===== config.mk =====
export PLATFORM = sky130hd
export DESIGN_NAME = contiguous_block_bitmap_allocator_flat
export DESIGN_NICKNAME = d
export VERILOG_FILES = /design/src/sv/cbba_pkg.sv /design/src/sv/cbba_if.sv /design/src/sv/contiguous_block_bitmap_allocator.sv /design/src/sv/cbba_ctrl.sv /design/src/sv/cbba_datapath.sv /design/src/flat_wrapper.sv
export SDC_FILE = /design/constraint.sdc
export NUM_CORES = 1
export LEC_CHECK = 0
export ABC_AREA = 0
export BUFFER_PORTS_ARGS = -buffer_cell sky130_fd_sc_hd__buf_2
export CAP_MARGIN = 20
export CORE_MARGIN = 3
export CORE_UTILIZATION = 40
export DETAILED_ROUTE_END_ITERATION = 12
export GPL_TIMING_DRIVEN = 0
export MAX_ROUTING_LAYER = met4
export SETUP_SLACK_MARGIN = 0.5
export SYNTH_ARGS = -nofsm -noshare
export SYNTH_HDL_FRONTEND = slang
export SYNTH_SLANG_ARGS = --single-unit

===== constraint.sdc =====
create_clock -name clk -period 15.5 [get_ports clk]
set_input_delay 0.775 -clock clk [delete_from_list [all_inputs] [get_ports clk]]
set_output_delay 0.775 -clock clk [all_outputs]
set_load 0.005 [all_outputs]

===== src/sv/cbba_pkg.sv =====
// shared constants, field widths and control/status structs for the
// contiguous block bitmap allocator; no dependencies
package cbba_pkg;

    localparam int NUM_CYLINDERS_DEF       = 8;
    localparam int TRACKS_PER_CYLINDER_DEF = 32;

    // map word width for the bitmap memory
    localparam int WORD_W = 8;
    localparam int BIT_W  = 3;

    localparam int CNT_W = 9;
    localparam int CYL_W = 4;
    localparam int TRK_W = 5;
    localparam int REC_W = 8;

    localparam logic CMD_ALLOC = 1'b0;
    localparam logic CMD_FREE  = 1'b1;

    localparam logic ST_OK   = 1'b0;
    localparam logic ST_FAIL = 1'b1;

    typedef struct packed {
        logic load;
        logic clr_step;
        logic scan_start;
        logic scan_step;
        logic mark_start;
        logic mark_step;
        logic free_start;
        logic free_step;
        logic out_ld;
    } ctrl_cmd_t;

    typedef struct packed {
        logic is_free;
        logic alloc_bad;
        logic free_bad;
        logic scan_hit;
        logic last_word;
        logic mark_last;
        logic free_stop;
    } dp_status_t;

endpackage


===== src/sv/cbba_if.sv =====
// request and response channel interfaces (valid/ready with payload)
// depends on cbba_pkg for the field widths
interface cbba_req_if;
    logic                        valid;
    logic                        ready;
    logic                        command;
    logic [cbba_pkg::CNT_W-1:0]  block_count;
    logic [cbba_pkg::CYL_W-1:0]  start_cylinder;
    logic [cbba_pkg::TRK_W-1:0]  start_track;
    logic [cbba_pkg::REC_W-1:0]  first_record;

    modport source (output valid, command, block_count, start_cylinder, start_track,
                    first_record, input ready);
    modport sink   (input valid, command, block_count, start_cylinder, start_track,
                    first_record, output ready);
endinterface

interface cbba_rsp_if;
    logic                        valid;
    logic                        ready;
    logic                        status;
    logic [cbba_pkg::REC_W-1:0]  run_start;
    logic [cbba_pkg::CNT_W-1:0]  blocks_done;

    modport source (output valid, status, run_start, blocks_done, input ready);
    modport sink   (input valid, status, run_start, blocks_done, output ready);
endinterface


===== src/sv/contiguous_block_bitmap_allocator.sv =====
// top level of the first-fit contiguous bitmap allocator
// depends on cbba_pkg, cbba_if, cbba_ctrl and cbba_datapath
//
//   channel  role    fields
//   req      sink    command, block_count, start_cylinder, start_track, first_record
//   rsp      source  status, run_start, blocks_done
//
// the map is held as 8-bit words in one memory, one word read and one written per cycle
// allocate: scan from word 0 to the granted run, then mark the words the run spans
// free: release from the record's word until a gap, the count or the map end
// rejected commands go straight to the response; after reset a clearing pass over every
// map word runs before the first request is taken
// the result sits in an output register; a new request is taken while it waits
module contiguous_block_bitmap_allocator #(
    parameter int NUM_CYLINDERS       = cbba_pkg::NUM_CYLINDERS_DEF,
    parameter int TRACKS_PER_CYLINDER = cbba_pkg::TRACKS_PER_CYLINDER_DEF
)
(
    input  logic       clk,
    input  logic       rst_n,
    cbba_req_if.sink   req,
    cbba_rsp_if.source rsp
);

    cbba_pkg::ctrl_cmd_t  cmd;
    cbba_pkg::dp_status_t status;

    cbba_ctrl u_ctrl
    (
        .clk       (clk),
        .rst_n     (rst_n),
        .req_valid (req.valid),
        .req_ready (req.ready),
        .rsp_valid (rsp.valid),
        .rsp_ready (rsp.ready),
        .status    (status),
        .cmd       (cmd)
    );

    cbba_datapath #(
        .NUM_CYLINDERS       (NUM_CYLINDERS),
        .TRACKS_PER_CYLINDER (TRACKS_PER_CYLINDER)
    ) u_datapath
    (
        .clk            (clk),
        .rst_n          (rst_n),
        .cmd            (cmd),
        .status         (status),
        .command        (req.command),
        .block_count    (req.block_count),
        .start_cylinder (req.start_cylinder),
        .start_track    (req.start_track),
        .first_record   (req.first_record),
        .rsp_status     (rsp.status),
        .run_start      (rsp.run_start),
        .blocks_done    (rsp.blocks_done)
    );

endmodule


===== src/sv/cbba_ctrl.sv =====
// sequencing state machine for the bitmap allocator
// depends on cbba_pkg for the command and status structs
module cbba_ctrl
(
    input  logic                 clk,
    input  logic                 rst_n,
    input  logic                 req_valid,
    output logic                 req_ready,
    output logic                 rsp_valid,
    input  logic                 rsp_ready,
    input  cbba_pkg::dp_status_t status,
    output cbba_pkg::ctrl_cmd_t  cmd
);

    typedef enum logic [9:0] {
        S_CLEAR  = 10'b00_0000_0001,
        S_IDLE   = 10'b00_0000_0010,
        S_DECODE = 10'b00_0000_0100,
        S_A_RD   = 10'b00_0000_1000,
        S_A_SCAN = 10'b00_0001_0000,
        S_M_RD   = 10'b00_0010_0000,
        S_M_WR   = 10'b00_0100_0000,
        S_F_RD   = 10'b00_1000_0000,
        S_F_WR   = 10'b01_0000_0000,
        S_RESP   = 10'b10_0000_0000
    } state_t;

    state_t state_reg;
    state_t state_next;
    logic   out_valid_reg;
    logic   out_valid_next;

    always_ff @(posedge clk or negedge rst_n)
    begin
        if (!rst_n)
        begin
            state_reg     <= S_CLEAR;
            out_valid_reg <= 1'b0;
        end
        else
        begin
            state_reg     <= state_next;
            out_valid_reg <= out_valid_next;
        end
    end

    always_comb
    begin
        state_next     = state_reg;
        cmd            = '0;
        out_valid_next = out_valid_reg;
        if (out_valid_reg && rsp_ready)
        begin
            out_valid_next = 1'b0;
        end
        unique case (state_reg)
            S_CLEAR:
            begin
                cmd.clr_step = 1'b1;
                if (status.last_word)
                begin
                    state_next = S_IDLE;
                end
            end
            S_IDLE:
            begin
                if (req_valid)
                begin
                    cmd.load   = 1'b1;
                    state_next = S_DECODE;
                end
            end
            S_DECODE:
            begin
                priority if (status.is_free)
                begin
                    state_next = status.free_bad ? S_RESP : S_F_RD;
                end
                else
                begin
                    state_next = status.alloc_bad ? S_RESP : S_A_RD;
                end
            end
            S_A_RD:
            begin
                cmd.scan_start = 1'b1;
                state_next     = S_A_SCAN;
            end
            S_A_SCAN:
            begin
                cmd.scan_step = 1'b1;
                priority if (status.scan_hit)
                begin
                    state_next = S_M_RD;
                end
                else if (status.last_word)
                begin
                    state_next = S_RESP;
                end
            end
            S_M_RD:
            begin
                cmd.mark_start = 1'b1;
                state_next     = S_M_WR;
            end
            S_M_WR:
            begin
                cmd.mark_step = 1'b1;
                if (status.mark_last)
                begin
                    state_next = S_RESP;
                end
            end
            S_F_RD:
            begin
                cmd.free_start = 1'b1;
                state_next     = S_F_WR;
            end
            S_F_WR:
            begin
                cmd.free_step = 1'b1;
                if (status.free_stop || status.last_word)
                begin
                    state_next = S_RESP;
                end
            end
            S_RESP:
            begin
                // wait for the output register to drain
                if (!out_valid_reg || rsp_ready)
                begin
                    cmd.out_ld     = 1'b1;
                    out_valid_next = 1'b1;
                    state_next     = S_IDLE;
                end
            end
            default:
            begin
                state_next = S_CLEAR;
            end
        endcase
    end

    assign req_ready = (state_reg == S_IDLE);
    assign rsp_valid = out_valid_reg;

endmodule


===== src/sv/cbba_datapath.sv =====
// bitmap memory, word scan/mark/release logic and result registers
// depends on cbba_pkg; driven by cbba_ctrl
module cbba_datapath #(
    parameter int NUM_CYLINDERS       = cbba_pkg::NUM_CYLINDERS_DEF,
    parameter int TRACKS_PER_CYLINDER = cbba_pkg::TRACKS_PER_CYLINDER_DEF
)
(
    input  logic                        clk,
    input  logic                        rst_n,
    input  cbba_pkg::ctrl_cmd_t         cmd,
    output cbba_pkg::dp_status_t        status,
    input  logic                        command,
    input  logic [cbba_pkg::CNT_W-1:0]  block_count,
    input  logic [cbba_pkg::CYL_W-1:0]  start_cylinder,
    input  logic [cbba_pkg::TRK_W-1:0]  start_track,
    input  logic [cbba_pkg::REC_W-1:0]  first_record,
    output logic                        rsp_status,
    output logic [cbba_pkg::REC_W-1:0]  run_start,
    output logic [cbba_pkg::CNT_W-1:0]  blocks_done
);

    localparam int WORD_W = cbba_pkg::WORD_W;
    localparam int BIT_W  = cbba_pkg::BIT_W;
    localparam int REC_W  = cbba_pkg::REC_W;
    localparam int CNT_W  = cbba_pkg::CNT_W;
    localparam int CYL_W  = cbba_pkg::CYL_W;
    localparam int TRK_W  = cbba_pkg::TRK_W;
    localparam int TOTAL  = NUM_CYLINDERS * TRACKS_PER_CYLINDER;
    localparam int NWORDS = (TOTAL + WORD_W - 1) / WORD_W;
    localparam int AW     = (NWORDS > 1) ? $clog2(NWORDS) : 1;
    localparam int PW     = (AW + BIT_W + 1 > 10) ? (AW + BIT_W + 1) : 10;

    localparam logic [PW-1:0] TOTAL_P = PW'(TOTAL);
    localparam logic [PW-1:0] NCYL_P  = PW'(NUM_CYLINDERS);
    localparam logic [PW-1:0] NTRK_P  = PW'(TRACKS_PER_CYLINDER);
    localparam logic [AW-1:0] LAST_W  = AW'(NWORDS - 1);

    logic [WORD_W-1:0] mem [NWORDS];
    logic [WORD_W-1:0] rd_data_reg;

    logic [AW-1:0]     ptr_reg;
    logic [AW-1:0]     ptr_next;
    logic              cmd_reg;
    logic [PW-1:0]     want_reg;
    logic [CYL_W-1:0]  cyl_reg;
    logic [TRK_W-1:0]  trk_reg;
    logic [REC_W-1:0]  rec_reg;
    logic [PW-1:0]     run_reg;
    logic [PW-1:0]     count_reg;
    logic [PW-1:0]     first_reg;
    logic [PW-1:0]     end_reg;
    logic              first_word_reg;
    logic              res_status_reg;
    logic [REC_W-1:0]  res_start_reg;
    logic [CNT_W-1:0]  res_done_reg;
    logic              out_status_reg;
    logic [REC_W-1:0]  out_start_reg;
    logic [CNT_W-1:0]  out_done_reg;

    logic              wr_en;
    logic [AW-1:0]     wr_addr;
    logic [WORD_W-1:0] wr_data;
    logic              rd_en;
    logic [AW-1:0]     rd_addr;
    logic              last_word;
    logic [AW-1:0]     ptr_inc;

    logic [PW-1:0]     scan_run;
    logic              scan_hit;
    logic [PW-1:0]     hit_pos;
    logic [PW-1:0]     hit_first;
    logic [WORD_W-1:0] mark_word;
    logic [WORD_W-1:0] free_word;
    logic [PW-1:0]     free_cnt;
    logic              free_stop;
    logic              free_ok;
    logic [PW-1:0]     scan_origin;
    logic [PW-1:0]     trk_clamp;
    logic [PW-1:0]     rec_ext;

    assign last_word = (ptr_reg == LAST_W);
    assign ptr_inc   = last_word ? '0 : ptr_reg + AW'(1);
    assign rec_ext   = PW'(rec_reg);

    // free scan origin: cylinder * tracks + track, track clamped to the cylinder edge
    assign trk_clamp   = (PW'(trk_reg) > NTRK_P) ? NTRK_P : PW'(trk_reg);
    assign scan_origin = PW'(PW'(cyl_reg) * NTRK_P) + trk_clamp;

    // allocate: extend the free run across one map word
    always_comb
    begin
        logic [PW-1:0] run;
        logic [PW-1:0] pos;
        logic          hit;
        run = run_reg;
        hit = 1'b0;
        pos = '0;
        hit_pos = '0;
        for (int j = 0; j < WORD_W; j++)
        begin
            pos = PW'({ptr_reg, BIT_W'(j)});
            if (!hit)
            begin
                run = (!rd_data_reg[j] && (pos < TOTAL_P)) ? run + PW'(1) : '0;
                if (run == want_reg)
                begin
                    hit     = 1'b1;
                    hit_pos = pos;
                end
            end
        end
        scan_run = run;
        scan_hit = hit;
    end

    assign hit_first = hit_pos + PW'(1) - want_reg;

    // allocate: set the bits of the granted run that fall in this word
    always_comb
    begin
        logic [PW-1:0] pos;
        pos = '0;
        mark_word = rd_data_reg;
        for (int j = 0; j < WORD_W; j++)
        begin
            pos = PW'({ptr_reg, BIT_W'(j)});
            if ((pos >= first_reg) && (pos <= end_reg))
            begin
                mark_word[j] = 1'b1;
            end
        end
    end

    // free: release consecutive allocated blocks until a gap or the count is met
    always_comb
    begin
        logic          act;
        logic          ok;
        logic [PW-1:0] cnt;
        logic [PW-1:0] pos;
        act = 1'b1;
        ok  = 1'b0;
        cnt = count_reg;
        pos = '0;
        free_word = rd_data_reg;
        for (int j = 0; j < WORD_W; j++)
        begin
            pos = PW'({ptr_reg, BIT_W'(j)});
            if (act && !(first_word_reg && (BIT_W'(j) < rec_reg[BIT_W-1:0])))
            begin
                if (rd_data_reg[j] && (pos < TOTAL_P))
                begin
                    free_word[j] = 1'b0;
                    cnt = cnt + PW'(1);
                    if (cnt == want_reg)
                    begin
                        act = 1'b0;
                        ok  = 1'b1;
                    end
                end
                else
                begin
                    act = 1'b0;
                end
            end
        end
        free_cnt  = cnt;
        free_stop = !act;
        free_ok   = ok;
    end

    // memory port control
    always_comb
    begin
        wr_en    = 1'b0;
        wr_addr  = ptr_reg;
        wr_data  = '0;
        rd_en    = 1'b0;
        rd_addr  = ptr_inc;
        ptr_next = ptr_reg;
        priority if (cmd.clr_step)
        begin
            wr_en    = 1'b1;
            ptr_next = ptr_inc;
        end
        else if (cmd.scan_start)
        begin
            rd_en    = 1'b1;
            rd_addr  = '0;
            ptr_next = '0;
        end
        else if (cmd.scan_step)
        begin
            rd_en    = !last_word;
            ptr_next = ptr_inc;
        end
        else if (cmd.mark_start)
        begin
            rd_en    = 1'b1;
            rd_addr  = first_reg[AW+BIT_W-1:BIT_W];
            ptr_next = first_reg[AW+BIT_W-1:BIT_W];
        end
        else if (cmd.mark_step)
        begin
            wr_en    = 1'b1;
            wr_data  = mark_word;
            rd_en    = !status.mark_last;
            ptr_next = ptr_inc;
        end
        else if (cmd.free_start)
        begin
            rd_en    = 1'b1;
            rd_addr  = AW'(rec_reg[REC_W-1:BIT_W]);
            ptr_next = AW'(rec_reg[REC_W-1:BIT_W]);
        end
        else if (cmd.free_step)
        begin
            wr_en    = 1'b1;
            wr_data  = free_word;
            rd_en    = !last_word && !free_stop;
            ptr_next = ptr_inc;
        end
    end

    always_ff @(posedge clk)
    begin
        if (wr_en)
        begin
            mem[wr_addr] <= wr_data;
        end
        if (rd_en)
        begin
            rd_data_reg <= mem[rd_addr];
        end
    end

    always_ff @(posedge clk or negedge rst_n)
    begin
        if (!rst_n)
        begin
            ptr_reg <= '0;
        end
        else
        begin
            ptr_reg <= ptr_next;
        end
    end

    // request capture, working registers and result
    always_ff @(posedge clk)
    begin
        if (cmd.load)
        begin
            cmd_reg        <= command;
            want_reg       <= PW'(block_count);
            cyl_reg        <= start_cylinder;
            trk_reg        <= start_track;
            rec_reg        <= first_record;
            res_status_reg <= cbba_pkg::ST_FAIL;
            res_start_reg  <= (command == cbba_pkg::CMD_FREE) ? first_record : '0;
            res_done_reg   <= '0;
        end
        if (cmd.scan_start)
        begin
            run_reg <= '0;
        end
        if (cmd.scan_step)
        begin
            run_reg <= scan_run;
            if (scan_hit)
            begin
                first_reg      <= hit_first;
                end_reg        <= hit_pos;
                res_status_reg <= cbba_pkg::ST_OK;
                res_start_reg  <= REC_W'(hit_first);
                res_done_reg   <= CNT_W'(want_reg);
            end
        end
        if (cmd.free_start)
        begin
            count_reg      <= '0;
            first_word_reg <= 1'b1;
        end
        if (cmd.free_step)
        begin
            count_reg      <= free_cnt;
            first_word_reg <= 1'b0;
            res_status_reg <= free_ok ? cbba_pkg::ST_OK : cbba_pkg::ST_FAIL;
            res_done_reg   <= CNT_W'(free_cnt);
        end
        if (cmd.out_ld)
        begin
            out_status_reg <= res_status_reg;
            out_start_reg  <= res_start_reg;
            out_done_reg   <= res_done_reg;
        end
    end

    always_comb
    begin
        status.is_free   = (cmd_reg == cbba_pkg::CMD_FREE);
        status.alloc_bad = (want_reg == '0) || (want_reg > TOTAL_P);
        status.free_bad  = (PW'(cyl_reg) >= NCYL_P) || (scan_origin > rec_ext)
                           || (rec_ext >= TOTAL_P);
        status.scan_hit  = scan_hit;
        status.last_word = last_word;
        status.mark_last = (ptr_reg == end_reg[AW+BIT_W-1:BIT_W]);
        status.free_stop = free_stop;
    end

    assign rsp_status  = out_status_reg;
    assign run_start   = out_start_reg;
    assign blocks_done = out_done_reg;

endmodule


===== src/flat_wrapper.sv =====
// flat-port wrapper written by rule: the top's interface ports become plain ports
module contiguous_block_bitmap_allocator_flat 
#(
    parameter int NUM_CYLINDERS       = cbba_pkg::NUM_CYLINDERS_DEF,
    parameter int TRACKS_PER_CYLINDER = cbba_pkg::TRACKS_PER_CYLINDER_DEF
)
  (clk, rst_n, req_valid, req_command, req_block_count, req_start_cylinder, req_start_track, req_first_record, req_ready, rsp_valid, rsp_status, rsp_run_start, rsp_blocks_done, rsp_ready);
  cbba_req_if req_i ();
  cbba_rsp_if rsp_i ();
  input  logic clk;
  input  logic rst_n;
  input wire logic [$bits(req_i.valid)-1:0] req_valid;
  input wire logic [$bits(req_i.command)-1:0] req_command;
  input wire logic [$bits(req_i.block_count)-1:0] req_block_count;
  input wire logic [$bits(req_i.start_cylinder)-1:0] req_start_cylinder;
  input wire logic [$bits(req_i.start_track)-1:0] req_start_track;
  input wire logic [$bits(req_i.first_record)-1:0] req_first_record;
  output wire logic [$bits(req_i.ready)-1:0] req_ready;
  output wire logic [$bits(rsp_i.valid)-1:0] rsp_valid;
  output wire logic [$bits(rsp_i.status)-1:0] rsp_status;
  output wire logic [$bits(rsp_i.run_start)-1:0] rsp_run_start;
  output wire logic [$bits(rsp_i.blocks_done)-1:0] rsp_blocks_done;
  input wire logic [$bits(rsp_i.ready)-1:0] rsp_ready;
  assign req_i.valid = req_valid;
  assign req_i.command = req_command;
  assign req_i.block_count = req_block_count;
  assign req_i.start_cylinder = req_start_cylinder;
  assign req_i.start_track = req_start_track;
  assign req_i.first_record = req_first_record;
  assign req_ready = req_i.ready;
  assign rsp_valid = rsp_i.valid;
  assign rsp_status = rsp_i.status;
  assign rsp_run_start = rsp_i.run_start;
  assign rsp_blocks_done = rsp_i.blocks_done;
  assign rsp_i.ready = rsp_ready;
  contiguous_block_bitmap_allocator #(.NUM_CYLINDERS(NUM_CYLINDERS), .TRACKS_PER_CYLINDER(TRACKS_PER_CYLINDER)) u_core (.clk(clk), .rst_n(rst_n), .req(req_i), .rsp(rsp_i));
endmodule

==> impl.org <==
** Logic synthesis
- Counting flops with a built-in enable in the synthesized netlist gives 347.
- Largest area contributor in the synthesized netlist :: sky130_fd_sc_hd__edfxtp_1
- Count of unique library cells instantiated by Yosys :: 137
- Top-count cell post-synth :: sky130_fd_sc_hd__nand2_1
- Of the synthesized area, sequential elements account for 37.6%.
- Most used standard cells in the synthesized netlist :: sky130_fd_sc_hd__nand2_1, sky130_fd_sc_hd__edfxtp_1, sky130_fd_sc_hd__nor2_1, sky130_fd_sc_hd__nand3_1, sky130_fd_sc_hd__xnor2_1
- For this run, the leading register cell type out of synthesis is sky130_fd_sc_hd__edfxtp_1.
- Mean area per synthesized cell :: 8.99 um^2
- Number of synthesis warnings :: 0
- The synthesized design devotes to its leading area cell type 35.0% of total area.
- Counting flops with an async set or reset pin after synthesis yields a share of 4.19%.
- Cell types with the largest area share after synthesis :: sky130_fd_sc_hd__edfxtp_1, sky130_fd_sc_hd__nand2_1, sky130_fd_sc_hd__xnor2_1
- Post-synthesis register bit count :: 382
- Gate count after technology mapping :: 3314
- Net count after synthesis :: 3403
- The cell area that synthesis handed to floorplanning was 29800 um^2.

** Worst setup path
- Family with the most delay on the worst path :: compound AO/OA/AOI/OAI gates
- In this design, the stage delay of the slowest critical-path cell is 0.59 ns.
- The slowest stage of the critical path belongs to the cell sky130_fd_sc_hd__or4_4.
- Top cell by count, worst path :: sky130_fd_sc_hd__xnor2_1
- At the worst endpoint, the arrival time is 14.98 ns.
- Depth of the worst register-to-register path :: 56
- Crit path launch type :: flip-flop
- Buf/Inv on CP :: 8
- The critical path runs through a total of 56 cells.
- Kind of critical path :: flip-flop to flip-flop
- Kind of end point of the critical path :: flip-flop
- Along the worst path, the maximum fanout reaches 10.
- Req. time, crit path :: 15.98 ns

** Cells and area
- u_core.u_datapath.mem holds more flip-flops than any other register.
- The finished layout holds 4433 standard cells, fillers aside.
- From synthesis to final layout, the design area changed by 11.8%.
- The final layout contains 3526 nets.
- Share of final-layout standard cells stronger than drive strength 1 :: 11.0%
- Sequential cell area :: 11200 um^2
- Measured on the finished design, the core utilization comes to 45.4%.
- After filler insertion, the fill cell instance count of the layout stands at 7231.
- In the final layout, the multi-input gates occupy 17700 um^2.
- Flip-flop count of the largest register, all copies and words added :: 256

** STA
- Relative slew slack :: 16.7%
- After layout, the worst path uses 93.5% of the clock period.
- Accumulated negative setup slack :: 0 ns
- Worst-Margin Slew :: 1.25 ns
- The max-slew violation count is 0.
- Setup repair after global routing left no endpoint under its margin.
- Upper clock frequency limit :: 69.0 MHz
- Count of final setup violators :: 0
- Skew final :: 0.0453 ns
- After layout, the minimum clock period comes to 14.50 ns.
- Number of endpoints with negative hold slack in the final report :: 0

** CTS
- Clock transition at path regs :: 0.06 ns
- # clock sinks :: 382
- Clock root buffer master :: sky130_fd_sc_hd__clkbuf_16
- In this run the number of H-tree levels came out at 2.
- Buffers inserted during clock tree synthesis total 44.
- TritonCTS built the clock tree.
- Insertion delay to the later sink of the worst-skew pair :: 0.60 ns
- Clock Path Buffers :: 3

** Pwr
- Power spread over the standard cell area amounts to 118 nW/um^2.
- Leakage :: 11.7 nW
- Across the VDD grid, the largest voltage drop is 0.127 mV.

** Routing
- Via count :: 28400
- Number of design-rule violations left by the first detailed-router iteration :: 3211
- Vias/cell :: 6.40
- Average detailed-routed wire length per instance :: 24.9 um
- For this block, the routed nets add up to 110000 um of wire.
- In the routed design, unresolved DRC markers number 0.
- The first detailed-routing pass ran for 6 iterations.
- The count of nets left with antenna violations once routing finished came out at 0.

** Place
- Detailed placement finished with a half-perimeter wire length of 83000 um.
- Routability cong. :: 0.999
- In this run the tool buffered the top-level ports with 50 buffer cells.
- In this run, placement finished with an instance count of 4332.

** Hold path
- The path class of the tightest hold or removal check is input port to asynchronous set/reset pin.

** Floorplanning
- Once the floorplan was initialized, standard cells occupied 40.6% of the core.
- Ports placed on the boundary :: 51
- After floorplanning, the core was sized to cover 73300 um^2.
- The die is 279 um tall.
- The die covers 77800 um^2.
- In this run the horizontal extent of the chip is 279 um.
- Std-Cell Rows :: 99

** Status
- Result of the run :: completed

** Run
- The tool flagged a number of max-cap violations equal to 0.

** Global route
- The first global-routing pass estimated 164000 um of wire.
- Vias in the first global route :: 26100
- Total routing usage reported by global routing :: 28.0%
- The initial antenna violation count is 2.
- Entering global routing, the biggest net connects 33 pins.
- Summed over all layers, the global routing overflow is 0.
-- power breakdown --
| part | internal, W | switching [W] |
|---|---|---|
| sequential | 0.00121 | 0.0000423 |
| clock | 0.000604 | 0.000444 |
| combinational | 0.000512 | 0.00113 |
| total | 0.00233 | 0.00161 |
-- logic make-up (layout without fill, tap and decap cells) --
logic type      Yosys count  count (layout)  synth area share [%]
mux                     112             112                  4.01
fa+ha+maj                58              58                  2.46
simple gates           1472            1472                  25.3
buf+inv                 280             439                  3.82
compound gates          796             796                  19.9
other cells               0               1                     0
flops                   382             382                  37.6
xor+xnor                214             214                  6.88
-- per-layer routing --
| layer | GRT usage [%] | wire length [um] |
|---|---|---|
| met4 | 10.4 | 4250 |
| met5 | - | 0 |
| met2 | 42.8 | 49400 |
| met3 | 4.21 | 9220 |
| met1 | 37.7 | 47500 |
-- path summary, 6_finish.rpt --
kind	startpoint	endpoint	slack [ns]
setup / recovery	u_core.u_datapath.run_reg[1]	u_core.u_datapath.res_start_reg[7]	1.00
hold / removal	rst_n	u_core.u_ctrl.state_reg[7]	0.13
setup reg to reg	u_core.u_datapath.run_reg[1]	u_core.u_datapath.res_start_reg[7]	1.00
hold reg to reg	u_core.u_datapath.cmd_reg	u_core.u_ctrl.state_reg[3]	0.43
max in group asynchronous	rst_n	u_core.u_datapath.ptr_reg[3]	15.01
min in group clk	req_start_track[0]	u_core.u_datapath.trk_reg[0]	0.35
-- worst register-to-register path: cells and delay by family, from the launching register on --
| kind | cells | cell delay [ns] |
|---|---|---|
| xor+xnor | 5 | 0.91 |
| compound gates | 17 | 4.08 |
| simple gates | 14 | 3.46 |
| flops | 1 | 0.49 |
| fa+ha+maj | 7 | 2.00 |
| mux | 5 | 1.78 |
| buf+inv | 8 | 1.67 |
-- area by class of cell --
type / count / share of cell area (%)
multi-input cells: 2652 / 53.2
inverters: 78 / 0.879
diodes: 1 / 0.00751
plain buffers: 202 / 2.58
well taps: 959 / 3.60
clock buffers: 53 / 3.44
repair buffers: 77 / 1.68
flip-flops and latches: 382 / 33.6
clock inverters: 29 / 0.950
-- per-stage QoR --
step | total power [W] | instance area (um^2) | hold slack [ns] | worst slack, ns
6_report | 0.00394 | 33300 | 0.133 | 1.00
5_1_grt | 0.00413 | 33300 | 0.135 | 0.431
4_1_cts | 0.00394 | 33000 | 0.112 | 0.526
3_5_place_dp | 0.00288 | 31500 | 0.418 | -0.609
3_3_place_gp | 0.00287 | 31200 | 0.412 | -0.663
2_1_floorplan | 0.00231 | 29800 | 0.403 | 2.57
-- timing repair --
action / CTS / global route
buffers inserted: 0 / 16
hold buffers: 0 / 0
setup endpoints to repair: 14 / 15
pin swaps: 0 / 13
gates resized for setup: 12 / 37
gates cloned: 0 / 0
-- placed cells by master (no fill, tap or decap), drive strengths merged, types with 44 or more instances in the layout --
| cell type | instances |
|---|---|
| nand2 | 463 |
| edfxtp | 347 |
| nor2 | 243 |
| nand3 | 207 |
| clkbuf | 194 |
| xnor2 | 159 |
| o21ai | 142 |
| buf | 138 |
| a21oi | 129 |
| nor3 | 88 |
| mux2i | 80 |
| inv | 80 |
| nor4 | 64 |
| a211oi | 62 |
| nand4 | 59 |
| and3 | 58 |
| ha | 57 |
| o211ai | 57 |
| and2 | 52 |
| or3 | 47 |
| a31oi | 46 |
| xor2 | 44 |
(Power assumes the default switching activity.)
